[src/rtl/core/klv_caption_essence_extractor_assert.svh]
// assertion macros for the klv caption essence extractor
// used by kce_front and kce_back; no other dependencies
`ifndef KLV_CAPTION_ESSENCE_EXTRACTOR_ASSERT_SVH
`define KLV_CAPTION_ESSENCE_EXTRACTOR_ASSERT_SVH

// property that must hold at every clock edge once out of reset
`define KCE_ASSERT(label, prop) \
    label: assert property (@(posedge clk) disable iff (!rst_n) (prop)) \
        else $error("assertion failed");

// implication whose consequent is checked in the cycle after the antecedent
`define KCE_ASSERT_NEXT(label, ante, cons) \
    label: assert property (@(posedge clk) disable iff (!rst_n) (ante) |=> (cons)) \
        else $error("assertion failed");

`endif

[src/rtl/core/kce_pkg.sv]
// shared types and constants for the klv caption essence extractor
// no dependencies
package kce_pkg;

    localparam logic [1:0] EV_CC    = 2'd0;
    localparam logic [1:0] EV_END   = 2'd1;
    localparam logic [1:0] EV_LENER = 2'd2;

    localparam logic [1:0] CFG_ANC_MODE  = 2'd0;
    localparam logic [1:0] CFG_KEY_VALID = 2'd1;
    localparam logic [1:0] CFG_TRACK     = 2'd2;

    localparam logic [7:0] DID_A   = 8'h61;
    localparam logic [7:0] DID_B   = 8'h80;
    localparam logic [7:0] CDP_ID0 = 8'h96;
    localparam logic [7:0] CDP_ID1 = 8'h69;
    localparam logic [7:0] CDP_SEC = 8'h72;
    localparam logic [7:0] SYNC0   = 8'h06;
    localparam int unsigned MIN_ELEM = 19;

    typedef struct packed {
        logic [1:0]  event_res;
        logic [7:0]  data_byte;
        logic [3:0]  frame_rate_code;
        logic [31:0] element_index;
        logic        element_last;
    } result_t;

    localparam int unsigned RES_W = $bits(result_t);

    function automatic logic [7:0] key_byte(input logic [3:0] idx);
        logic [7:0] r;
        begin
            unique case (idx)
                4'd0: r = 8'h06;
                4'd1: r = 8'h0e;
                4'd2: r = 8'h2b;
                4'd3: r = 8'h34;
                4'd4: r = 8'h01;
                4'd5: r = 8'h02;
                4'd6: r = 8'h01;
                4'd7: r = 8'h01;
                4'd8: r = 8'h0d;
                4'd9: r = 8'h01;
                4'd10: r = 8'h03;
                default: r = 8'h01;
            endcase
            return r;
        end
    endfunction

endpackage

[src/rtl/core/klv_caption_essence_extractor.sv]
// top level of the klv caption essence extractor
// depends on kce_pkg, kce_front, kce_back
// Takes one container byte per item on s_axis and emits caption bytes, element-end and
// length-error items on m_axis. Throughput is one byte per clock while results are read:
// the parser state updates once per byte in the back part, and a two-entry queue decouples
// input from the parser. A one-entry output register holds each result. The parser takes
// the next byte whenever that register is empty or is being read in the same cycle. While
// a result waits unread, the parser stalls and the queue absorbs up to two more bytes. An
// input byte is registered in the queue before the parser takes it, and each result is
// registered in the output register. Configuration writes on the cfg channel are taken at
// any time but must only be issued while the block is idle.
module klv_caption_essence_extractor
    import kce_pkg::*;
#(
    parameter int unsigned MAX_LENGTH_BYTES = 8
)
(
    input  logic        clk,
    input  logic        rst_n,
    input  logic        s_axis_tvalid,
    output logic        s_axis_tready,
    input  logic [7:0]  s_axis_tdata,   // stream_byte
    output logic        m_axis_tvalid,
    input  logic        m_axis_tready,
    output logic [47:0] m_axis_tdata,   // event_res, data_byte, frame_rate_code, element_index
    output logic        m_axis_tlast,   // element_last
    input  logic        cfg_valid,
    output logic        cfg_ready,
    input  logic [1:0]  cfg_index,
    input  logic [31:0] cfg_data
);
    logic        anc_reg, kv_reg;
    logic [31:0] trk_reg;
    logic        q_valid, q_ready;
    logic [7:0]  q_byte;
    result_t     res;

    assign cfg_ready = 1'b1;

    always_ff @(posedge clk or negedge rst_n)
    begin
        if (!rst_n)
        begin
            anc_reg <= 1'b0;
            kv_reg  <= 1'b0;
            trk_reg <= '0;
        end
        else if (cfg_valid)
        begin
            if (cfg_index == CFG_ANC_MODE) anc_reg <= cfg_data[0];
            else if (cfg_index == CFG_KEY_VALID) kv_reg <= cfg_data[0];
            else if (cfg_index == CFG_TRACK) trk_reg <= cfg_data;
        end
    end

    kce_front u_front (
        .clk(clk), .rst_n(rst_n),
        .in_valid(s_axis_tvalid), .in_ready(s_axis_tready), .in_byte(s_axis_tdata),
        .q_valid(q_valid), .q_ready(q_ready), .q_byte(q_byte)
    );

    kce_back #(.MAX_LENGTH_BYTES(MAX_LENGTH_BYTES)) u_back (
        .clk(clk), .rst_n(rst_n),
        .q_valid(q_valid), .q_ready(q_ready), .q_byte(q_byte),
        .anc_mode(anc_reg), .key_valid(kv_reg), .track(trk_reg),
        .o_valid(m_axis_tvalid), .o_ready(m_axis_tready), .o_res(res)
    );

    assign m_axis_tdata = {2'd0, res.element_index, res.frame_rate_code,
                           res.data_byte, res.event_res};
    assign m_axis_tlast = res.element_last;
endmodule

[src/rtl/core/kce_front.sv]
// front part: accepts stream bytes and registers them into a short queue
// depends on kce_pkg
module kce_front
    import kce_pkg::*;
(
    input  logic       clk,
    input  logic       rst_n,
    input  logic       in_valid,
    output logic       in_ready,
    input  logic [7:0] in_byte,
    output logic       q_valid,
    input  logic       q_ready,
    output logic [7:0] q_byte
);
    // two-entry queue
    logic [7:0] mem_reg [2];
    logic       wp_reg, wp_next, rp_reg, rp_next;
    logic [1:0] cnt_reg, cnt_next;
    logic       push, pop;

    assign in_ready = (cnt_reg != 2'd2);
    assign push     = in_valid && in_ready;
    assign q_valid  = (cnt_reg != 2'd0);
    assign pop      = q_valid && q_ready;
    assign q_byte   = mem_reg[rp_reg];

    always_comb
    begin
        wp_next  = push ? ~wp_reg : wp_reg;
        rp_next  = pop ? ~rp_reg : rp_reg;
        cnt_next = cnt_reg + {1'b0, push} - {1'b0, pop};
    end

    always_ff @(posedge clk or negedge rst_n)
    begin
        if (!rst_n)
        begin
            wp_reg  <= 1'b0;
            rp_reg  <= 1'b0;
            cnt_reg <= 2'd0;
        end
        else
        begin
            wp_reg  <= wp_next;
            rp_reg  <= rp_next;
            cnt_reg <= cnt_next;
        end
    end

    always_ff @(posedge clk)
    begin
        if (push)
        begin
            mem_reg[wp_reg] <= in_byte;
        end
    end

`include "klv_caption_essence_extractor_assert.svh"
    `KCE_ASSERT(a_cnt_range, cnt_reg != 2'd3)
    `KCE_ASSERT_NEXT(a_full_push, (cnt_reg == 2'd2) && !pop, cnt_reg == 2'd2)
    `KCE_ASSERT(a_ptr_cnt, (cnt_reg != 2'd0 && cnt_reg != 2'd2) || wp_reg == rp_reg)
endmodule

[src/rtl/core/kce_back.sv]
// back part: klv parser state machine with a one-entry output skid
// depends on kce_pkg
module kce_back
    import kce_pkg::*;
#(
    parameter int unsigned MAX_LENGTH_BYTES = 8
)
(
    input  logic          clk,
    input  logic          rst_n,
    input  logic          q_valid,
    output logic          q_ready,
    input  logic [7:0]    q_byte,
    input  logic          anc_mode,
    input  logic          key_valid,
    input  logic [31:0]   track,
    output logic          o_valid,
    input  logic          o_ready,
    output result_t       o_res
);
    typedef enum logic [11:0] {
        PH_SYNC    = 12'b000000000001,
        PH_KEY     = 12'b000000000010,
        PH_BER     = 12'b000000000100,
        PH_BERLONG = 12'b000000001000,
        PH_SKIP    = 12'b000000010000,
        PH_HDR     = 12'b000000100000,
        PH_DID     = 12'b000001000000,
        PH_SDID    = 12'b000010000000,
        PH_CSIZE   = 12'b000100000000,
        PH_CDP     = 12'b001000000000,
        PH_CC      = 12'b010000000000,
        PH_CDPSKIP = 12'b100000000000
    } phase_t;

    phase_t      ph_reg, ph_next;
    logic [3:0]  mc_reg, mc_next;
    logic        ke_reg, ke_next;
    logic [3:0]  bl_reg, bl_next;
    logic [63:0] len_reg, len_next;
    logic [63:0] cons_reg, cons_next;
    logic [7:0]  apl_reg, apl_next;
    logic [7:0]  csz_reg, csz_next;
    logic [8:0]  ccons_reg, ccons_next;
    logic [6:0]  ccl_reg, ccl_next;
    logic [3:0]  rate_reg, rate_next;
    logic [31:0] ecnt_reg, ecnt_next;
    logic        ov_reg;
    result_t     ores_reg;

    logic        take, emit;
    result_t     res;
    logic        ended, is_cc;
    logic [63:0] cinc;
    logic [8:0]  cdp_inc;
    logic [7:0]  exp_b;
    logic [7:0]  b;
    logic [7:0]  ccount;

    assign b       = q_byte;
    assign q_ready = !ov_reg || o_ready;
    assign take    = q_valid && q_ready;
    assign o_valid = ov_reg;
    assign o_res   = ores_reg;
    assign cinc    = cons_reg + 64'd1;
    assign cdp_inc = ccons_reg + 9'd1;
    assign ccount  = {3'd0, b[4:0]} + {2'd0, b[4:0], 1'b0};

    always_comb
    begin
        unique case (mc_reg)
            4'd12: exp_b = track[31:24];
            4'd13: exp_b = track[23:16];
            4'd14: exp_b = track[15:8];
            4'd15: exp_b = track[7:0];
            default: exp_b = key_byte(mc_reg);
        endcase
    end

    always_comb
    begin
        logic        fin_done, kq;
        logic [7:0]  apl_dec;
        ph_next = ph_reg; mc_next = mc_reg; ke_next = ke_reg; bl_next = bl_reg;
        len_next = len_reg; cons_next = cons_reg; apl_next = apl_reg; csz_next = csz_reg;
        ccons_next = ccons_reg; ccl_next = ccl_reg; rate_next = rate_reg;
        ended = 1'b0; is_cc = 1'b0; emit = 1'b0;
        res = '0;
        fin_done = 1'b0; kq = 1'b0;
        apl_dec = apl_reg - 8'd1;
        unique case (ph_reg)
            PH_SYNC:
            begin
                if (b == SYNC0) mc_next = 4'd1;
                else if (mc_reg < 4'd4 && b == key_byte(mc_reg)) mc_next = mc_reg + 4'd1;
                else mc_next = 4'd0;
                if (mc_next >= 4'd4)
                begin
                    ph_next = PH_KEY;
                    ke_next = 1'b1;
                end
            end
            PH_KEY:
            begin
                if (b != exp_b) ke_next = 1'b0;
                if (mc_reg == 4'd15) ph_next = PH_BER;
                else mc_next = mc_reg + 4'd1;
            end
            PH_BER, PH_BERLONG:
            begin
                logic        start;
                logic [63:0] nl;
                start = 1'b0;
                nl = len_reg;
                if (ph_reg == PH_BER)
                begin
                    if (b[7])
                    begin
                        if (b[6:0] > 7'(MAX_LENGTH_BYTES))
                        begin
                            ph_next = PH_SYNC;
                            mc_next = 4'd0;
                            emit = 1'b1;
                            res.event_res = EV_LENER;
                            res.frame_rate_code = rate_reg;
                        end
                        else if (b[6:0] != 7'd0)
                        begin
                            nl = '0;
                            bl_next = b[3:0];
                            ph_next = PH_BERLONG;
                        end
                        else
                        begin
                            nl = '0;
                            start = 1'b1;
                        end
                    end
                    else
                    begin
                        nl = {56'd0, b};
                        start = 1'b1;
                    end
                end
                else
                begin
                    nl = {len_reg[55:0], b};
                    bl_next = bl_reg - 4'd1;
                    start = (bl_next == 4'd0);
                end
                len_next = nl;
                if (start)
                begin
                    cons_next = '0;
                    kq = ke_reg && key_valid && anc_mode;
                    ke_next = kq;
                    if (kq)
                    begin
                        if (nl < 64'(MIN_ELEM))
                        begin
                            // zero consumed: ends here when length is zero, else skips the body
                            if (nl == 64'd0)
                            begin
                                ph_next = PH_SYNC; mc_next = 4'd0; ended = 1'b1;
                            end
                            else ph_next = PH_SKIP;
                        end
                        else ph_next = PH_HDR;
                    end
                    else if (nl == 64'd0)
                    begin
                        ph_next = PH_SYNC; mc_next = 4'd0;
                    end
                    else ph_next = PH_SKIP;
                end
            end
            default:
            begin
                cons_next = cinc;
                fin_done = (cinc >= len_reg);
                unique case (ph_reg)
                    PH_SKIP:
                    begin
                        if (fin_done)
                        begin
                            ph_next = PH_SYNC; mc_next = 4'd0; ended = ke_reg;
                        end
                    end
                    PH_HDR:
                    begin
                        logic [7:0] a;
                        a = apl_reg;
                        if (cinc == 64'd2) begin a = b; apl_next = b; end
                        if (cinc >= 64'd16)
                        begin
                            if (a == 8'd0)
                            begin
                                if (fin_done) begin ph_next = PH_SYNC; mc_next = 4'd0; ended = 1'b1; end
                                else ph_next = PH_SKIP;
                            end
                            else ph_next = PH_DID;
                        end
                    end
                    PH_DID:
                    begin
                        if (b == DID_A || b == DID_B) ph_next = PH_SDID;
                        else if (fin_done) begin ph_next = PH_SYNC; mc_next = 4'd0; ended = 1'b1; end
                        else ph_next = PH_SKIP;
                    end
                    PH_SDID: ph_next = PH_CSIZE;
                    PH_CSIZE:
                    begin
                        csz_next = b;
                        if ({56'd0, b} + 64'(MIN_ELEM) > len_reg)
                        begin
                            if (fin_done) begin ph_next = PH_SYNC; mc_next = 4'd0; ended = 1'b1; end
                            else ph_next = PH_SKIP;
                        end
                        else
                        begin
                            ccons_next = '0;
                            ph_next = PH_CDP;
                        end
                    end
                    default:
                    begin
                        // cdp body and caption bytes share the tail logic; cdp skip shares the done logic
                        logic tail, done;
                        tail = 1'b0; done = 1'b0;
                        ccons_next = cdp_inc;
                        if (ph_reg == PH_CDP)
                        begin
                            if (ccons_reg == 9'd0) ccl_next = {6'd0, b == CDP_ID0};
                            else if (ccons_reg == 9'd1)
                            begin
                                ccl_next = '0;
                                if (!(ccl_reg[0] && b == CDP_ID1)) tail = 1'b1;
                            end
                            else if (ccons_reg == 9'd2) tail = (b != csz_reg);
                            else if (ccons_reg == 9'd3) rate_next = b[7:4];
                            else if (ccons_reg == 9'd7) tail = (b != CDP_SEC);
                            else if (ccons_reg >= 9'd8)
                            begin
                                ccl_next = ccount[6:0];
                                if (ccount[6:0] != 7'd0) ph_next = PH_CC;
                                else tail = 1'b1;
                            end
                        end
                        else if (ph_reg == PH_CC)
                        begin
                            is_cc = 1'b1;
                            ccl_next = ccl_reg - 7'd1;
                            tail = (ccl_next == 7'd0);
                        end
                        else if (ph_reg == PH_CDPSKIP)
                        begin
                            done = (cdp_inc >= {1'b0, csz_reg});
                        end
                        else
                        begin
                            ph_next = PH_SYNC; mc_next = 4'd0;
                        end
                        if (tail)
                        begin
                            if (cdp_inc >= {1'b0, csz_reg}) done = 1'b1;
                            else ph_next = PH_CDPSKIP;
                        end
                        if (done)
                        begin
                            apl_next = apl_dec;
                            if (apl_dec == 8'd0)
                            begin
                                if (fin_done) begin ph_next = PH_SYNC; mc_next = 4'd0; ended = 1'b1; end
                                else ph_next = PH_SKIP;
                            end
                            else ph_next = PH_DID;
                        end
                    end
                endcase
            end
        endcase
        if (is_cc)
        begin
            emit = 1'b1;
            res.event_res = EV_CC;
            res.data_byte = b;
            res.frame_rate_code = rate_next;
            res.element_index = ecnt_reg;
            res.element_last = ended;
        end
        else if (ended)
        begin
            emit = 1'b1;
            res.event_res = EV_END;
            res.frame_rate_code = rate_next;
            res.element_index = ecnt_reg;
            res.element_last = 1'b1;
        end
        ecnt_next = ended ? ecnt_reg + 32'd1 : ecnt_reg;
    end

    always_ff @(posedge clk or negedge rst_n)
    begin
        if (!rst_n)
        begin
            ph_reg <= PH_SYNC; mc_reg <= '0; ke_reg <= 1'b1; bl_reg <= '0;
            len_reg <= '0; cons_reg <= '0; apl_reg <= '0; csz_reg <= '0;
            ccons_reg <= '0; ccl_reg <= '0; rate_reg <= '0; ecnt_reg <= '0;
            ov_reg <= 1'b0;
        end
        else
        begin
            if (take)
            begin
                ph_reg <= ph_next; mc_reg <= mc_next; ke_reg <= ke_next; bl_reg <= bl_next;
                len_reg <= len_next; cons_reg <= cons_next; apl_reg <= apl_next;
                csz_reg <= csz_next; ccons_reg <= ccons_next; ccl_reg <= ccl_next;
                rate_reg <= rate_next; ecnt_reg <= ecnt_next;
            end
            if (take) ov_reg <= emit;
            else if (o_ready) ov_reg <= 1'b0;
        end
    end

    always_ff @(posedge clk)
    begin
        if (take && emit) ores_reg <= res;
    end

`include "klv_caption_essence_extractor_assert.svh"
    `KCE_ASSERT(a_ph_onehot, $onehot(ph_reg))
    `KCE_ASSERT_NEXT(a_cnt_step, take && ended, ecnt_reg == $past(ecnt_reg) + 32'd1)
    `KCE_ASSERT_NEXT(a_hold, ov_reg && !o_ready, ov_reg && $stable(ores_reg))
endmodule
[config.mk]
export PLATFORM = sky130hd
export DESIGN_NAME = klv_caption_essence_extractor
export DESIGN_NICKNAME = d
export VERILOG_FILES = /design/src/rtl/core/kce_pkg.sv /design/src/rtl/core/klv_caption_essence_extractor.sv /design/src/rtl/core/kce_front.sv /design/src/rtl/core/kce_back.sv
export VERILOG_INCLUDE_DIRS = /design/src /design/src/rtl/core
export SDC_FILE = /design/constraint.sdc
export NUM_CORES = 1
export LEC_CHECK = 0
export BUFFER_PORTS_ARGS = -buffer_cell sky130_fd_sc_hd__buf_4
export CAP_MARGIN = 10
export CORE_UTILIZATION = 40
export CTS_BUF_LIST = sky130_fd_sc_hd__clkbuf_8
export DETAILED_ROUTE_END_ITERATION = 10
export SLEW_MARGIN = 30
export SYNTH_ARGS = -nofsm -noshare
export SYNTH_HDL_FRONTEND = slang
export SYNTH_SLANG_ARGS = --single-unit
[constraint.sdc]
create_clock -name clk -period 8.2 [get_ports clk]
set_input_delay 1.23 -clock clk [delete_from_list [all_inputs] [get_ports clk]]
set_output_delay 1.23 -clock clk [all_outputs]
set_load 0.01 [all_outputs]
==> impl_metrics.json <==
{
  "status": "complete, no violations",
  "ios": 99,
  "numClockSinks": 319,
  "dp.cells": 2841,
  "synth_area_leaders": "dfrtp_1 (31%), edfxtp_1 (9.4%), ha_1 (7.2%), a22o_1 (3.6%), xnor2_1 (3.4%)",
  "cts_setup_buffers": 0,
  "cts_resized": 0,
  "tightest_slew_ns": 1.006,
  "die_h_microns": 226.9,
  "synth_area_sq_um": 20230,
  "ant_nets": 0,
  "clockPowerShare": 0.280,
  "p_comb_frac": 0.379,
  "cts-root-buf": "clkbuf_8",
  "crit_type": "flip-flop to flip-flop",
  "fp.dieW_microns": 226.9,
  "die-area_sq_um": 51480,
  "final_cells": 2948,
  "hold_viol": 0,
  "synth-edff-count": 63,
  "vias": 17210,
  "worst-endpoint-arrival_ns": 7.18,
  "critPathMaxStageDelay_ns": 0.82,
  "slew_headroom": 0.3230,
  "row_count": 82,
  "cts_buffer_depth": 3,
  "cp_top_family": "simple AND/OR/NAND/NOR gates",
  "drt_wl_total_mm": 59.42,
  "core_sq_um": 50070,
  "p_sw_frac": 0.4100,
  "finClkSkew_ns": 0.04743,
  "cp-start-kind": "flip-flop",
  "cp_cell_sequence": "nand3_1 > nor4_1 > nand3_1 > o31a_1 > or2_2 > ha_1 > nand4_1 > nor3_1 > nand4_1 > nor2_1 > o311ai_0 > nand4_1 > nand2_1 > o41ai_4 > nor2_1 > nor2_4 > buf_4",
  "route.detailed.drc": 0,
  "final.setup.tns_ns": 0,
  "seq_power_share": 0.342,
  "rsz0062_at_grt": "no",
  "setup_viol": 0,
  "grt_pass1_wl_mm": 92.41,
  "cpMostUsedCell": "nand4_1",
  "vias_per_cell": 5.836,
  "layout.nets": 2393,
  "layout-drive-gt1-share": 0.1279,
  "drtIter0Drc": 1553,
  "clk_pin_slew_ns": 0.06,
  "synth_area_per_cell_sq_um": 9.340,
  "area_growth_pct": 12.23,
  "power.leakage_nw": 9.891,
  "ir_drop_mv": 0.2692,
  "cts_buffers": 57,
  "yosysSeqAreaShare": 0.4103,
  "initial_core_util": 0.4040,
  "gp_congestion": 0.9747,
  "finalCritPeriodShare": 0.8404,
  "htree_levels": 2,
  "hold_path_class": "flip-flop to flip-flop",
  "yosysTopAreaCell": "dfrtp_1",
  "grt_max_degree": 133,
  "grt_pass1_vias": 16450,
  "crit_fanout": 38,
  "first_pass_iters": 5,
  "synth_top_area_frac": 0.3142,
  "grt-ovfl-total": 0,
  "period_minus_slack_ns": 6.891,
  "reg2reg_from": "u_back.cons_reg[14]",
  "tritoncts": "yes",
  "cp-end-kind": "flip-flop",
  "power.internal_mw": 3.296,
  "hp-start": "u_back.ecnt_reg[31]",
  "ys_types": 93,
  "port_buffers": 95,
  "routedWlPerCell_microns": 20.16,
  "yosys_register_bits": 319,
  "final_max_slew_viol_count": 0,
  "final_common_cell": "dfrtp_1",
  "fmax_ghz": 0.1451,
  "final_cell_mix": "dfrtp_1 (254), nand2_1 (154), inv_1 (153), nor2_1 (136), o21ai_0 (132)",
  "grtUsageTotal": 0.2308,
  "drv_cap": 0,
  "crit_buf_inv": 1,
  "power.density_nw_per_um2": 246.1,
  "synthFlopType": "dfrtp_1",
  "cp-startpoint": "u_back.cons_reg[14]",
  "worstSkewPairLatency_ns": 0.69,
  "place_hpwl_mm": 43.09,
  "ctsHoldBuffers": 0,
  "syn_inst": 2166,
  "antenna_cells": 0,
  "critPathSlowestCell": "nor4_1",
  "antenna_found_initial": 2,
  "ys_warn_count": 0,
  "p_switching_mw": 2.291,
  "critPathRequiredTime_ns": 8.49,
  "async_flop_share": 0.8025
}
==> final timing paths <==
check | slack (ns) | end | depth (start not counted)
worst min-delay path | 0.47 | u_back.ecnt_reg[31] | 1
worst max register to register | 1.31 | u_back.o_res[13] | 17
max in group asynchronous | 6.39 | trk_reg[9] | 2
worst min register to register | 0.47 | u_back.ecnt_reg[31] | 1
min in group asynchronous | 0.49 | u_back.cons_reg[51] | 1
worst max-delay path | 1.31 | u_back.o_res[13] | 17
==> final cells by class <==
type,count,area (sq um)
well taps,672,840.8
multi-input cells,1597,10970
fillers,4930,27370
clock buffers,67,922.1
clock inverters,40,265.3
repair buffers,116,890.9
flip-flops and latches,319,8300
inverters,137,514.2
==> power by group through the flow <==
stage	Clock (mW)	Combinational, mW	Sequential (mW)
finish	1.56	2.11	1.91
global route	1.68	2.31	1.93
CTS	1.62	2.09	1.90
detailed placement	0	2.08	1.93
global placement	0	2.05	1.92
floorplan	0	1.47	1.86
==> cell usage after synthesis (all sizes together), types with 13 or more instances <==
cell    count
nor2      139
a22o       82
or3        23
nand2b     20
edfxtp     63
a21o       19
o31ai      29
xnor2      78
a21oi      80
and4       23
mux2i      13
or4        15
dfrtp     254
nor2b      32
nor4       63
xor2       47
nor3       65
or2        20
and3       30
inv       135
nand2     156
and2       45
nand4      77
clkbuf     81
o21ai     135
a22oi      13
ha        117
nand3      71
mux2       37
buf        33
==> logic make-up (layout without fill, tap and decap cells) <==
family	after synthesis	after routing	synth area share
xor gates and xnor gates	125	125	0.05412
adders and majority gates	118	118	0.07335
and+or+nand+nor	824	824	0.2227
other	2	3	0.0003712
buffers and inverters	251	360	0.05084
DFF	319	319	0.4103
AOI/OAI and AO/OA	477	477	0.1609
muxes	50	50	0.02740
==> metrics by stage <==
stage | power, mW | worst slack, ns | cell area (sq um) | util | hold slack (ns)
finish | 5.586 | 1.309 | 22700 | 0.4534 | 0.4710
global route | 5.911 | 0.8247 | 22700 | 0.4534 | 0.4979
CTS | 5.611 | 1.342 | 22690 | 0.4531 | 0.4531
detailed placement | 4.013 | 1.424 | 21500 | 0.4294 | 0.4612
global placement | 3.973 | 1.646 | 21490 | 0.4292 | 0.4527
floorplan | 3.326 | 1.276 | 20230 | - | 0.4336
==> metal layers <==
metal	share of wire	GRT usage	routed length [microns]
met1	0.44	0.3099	26250
met2	0.47	0.3730	27830
met3	0.059	0.03784	3527
met4	0.030	0.08348	1798
met5	0.00022	0	13
==> worst register-to-register path: cells and delay by family (launching register included) <==
family                     cells  cell delay, ns
adders and majority gates      1            0.29
DFF                            1            0.52
buffers and inverters          1            0.48
and+or+nand+nor               12            3.89
AOI/OAI and AO/OA              3            1.29
(Power assumes the default switching activity.)
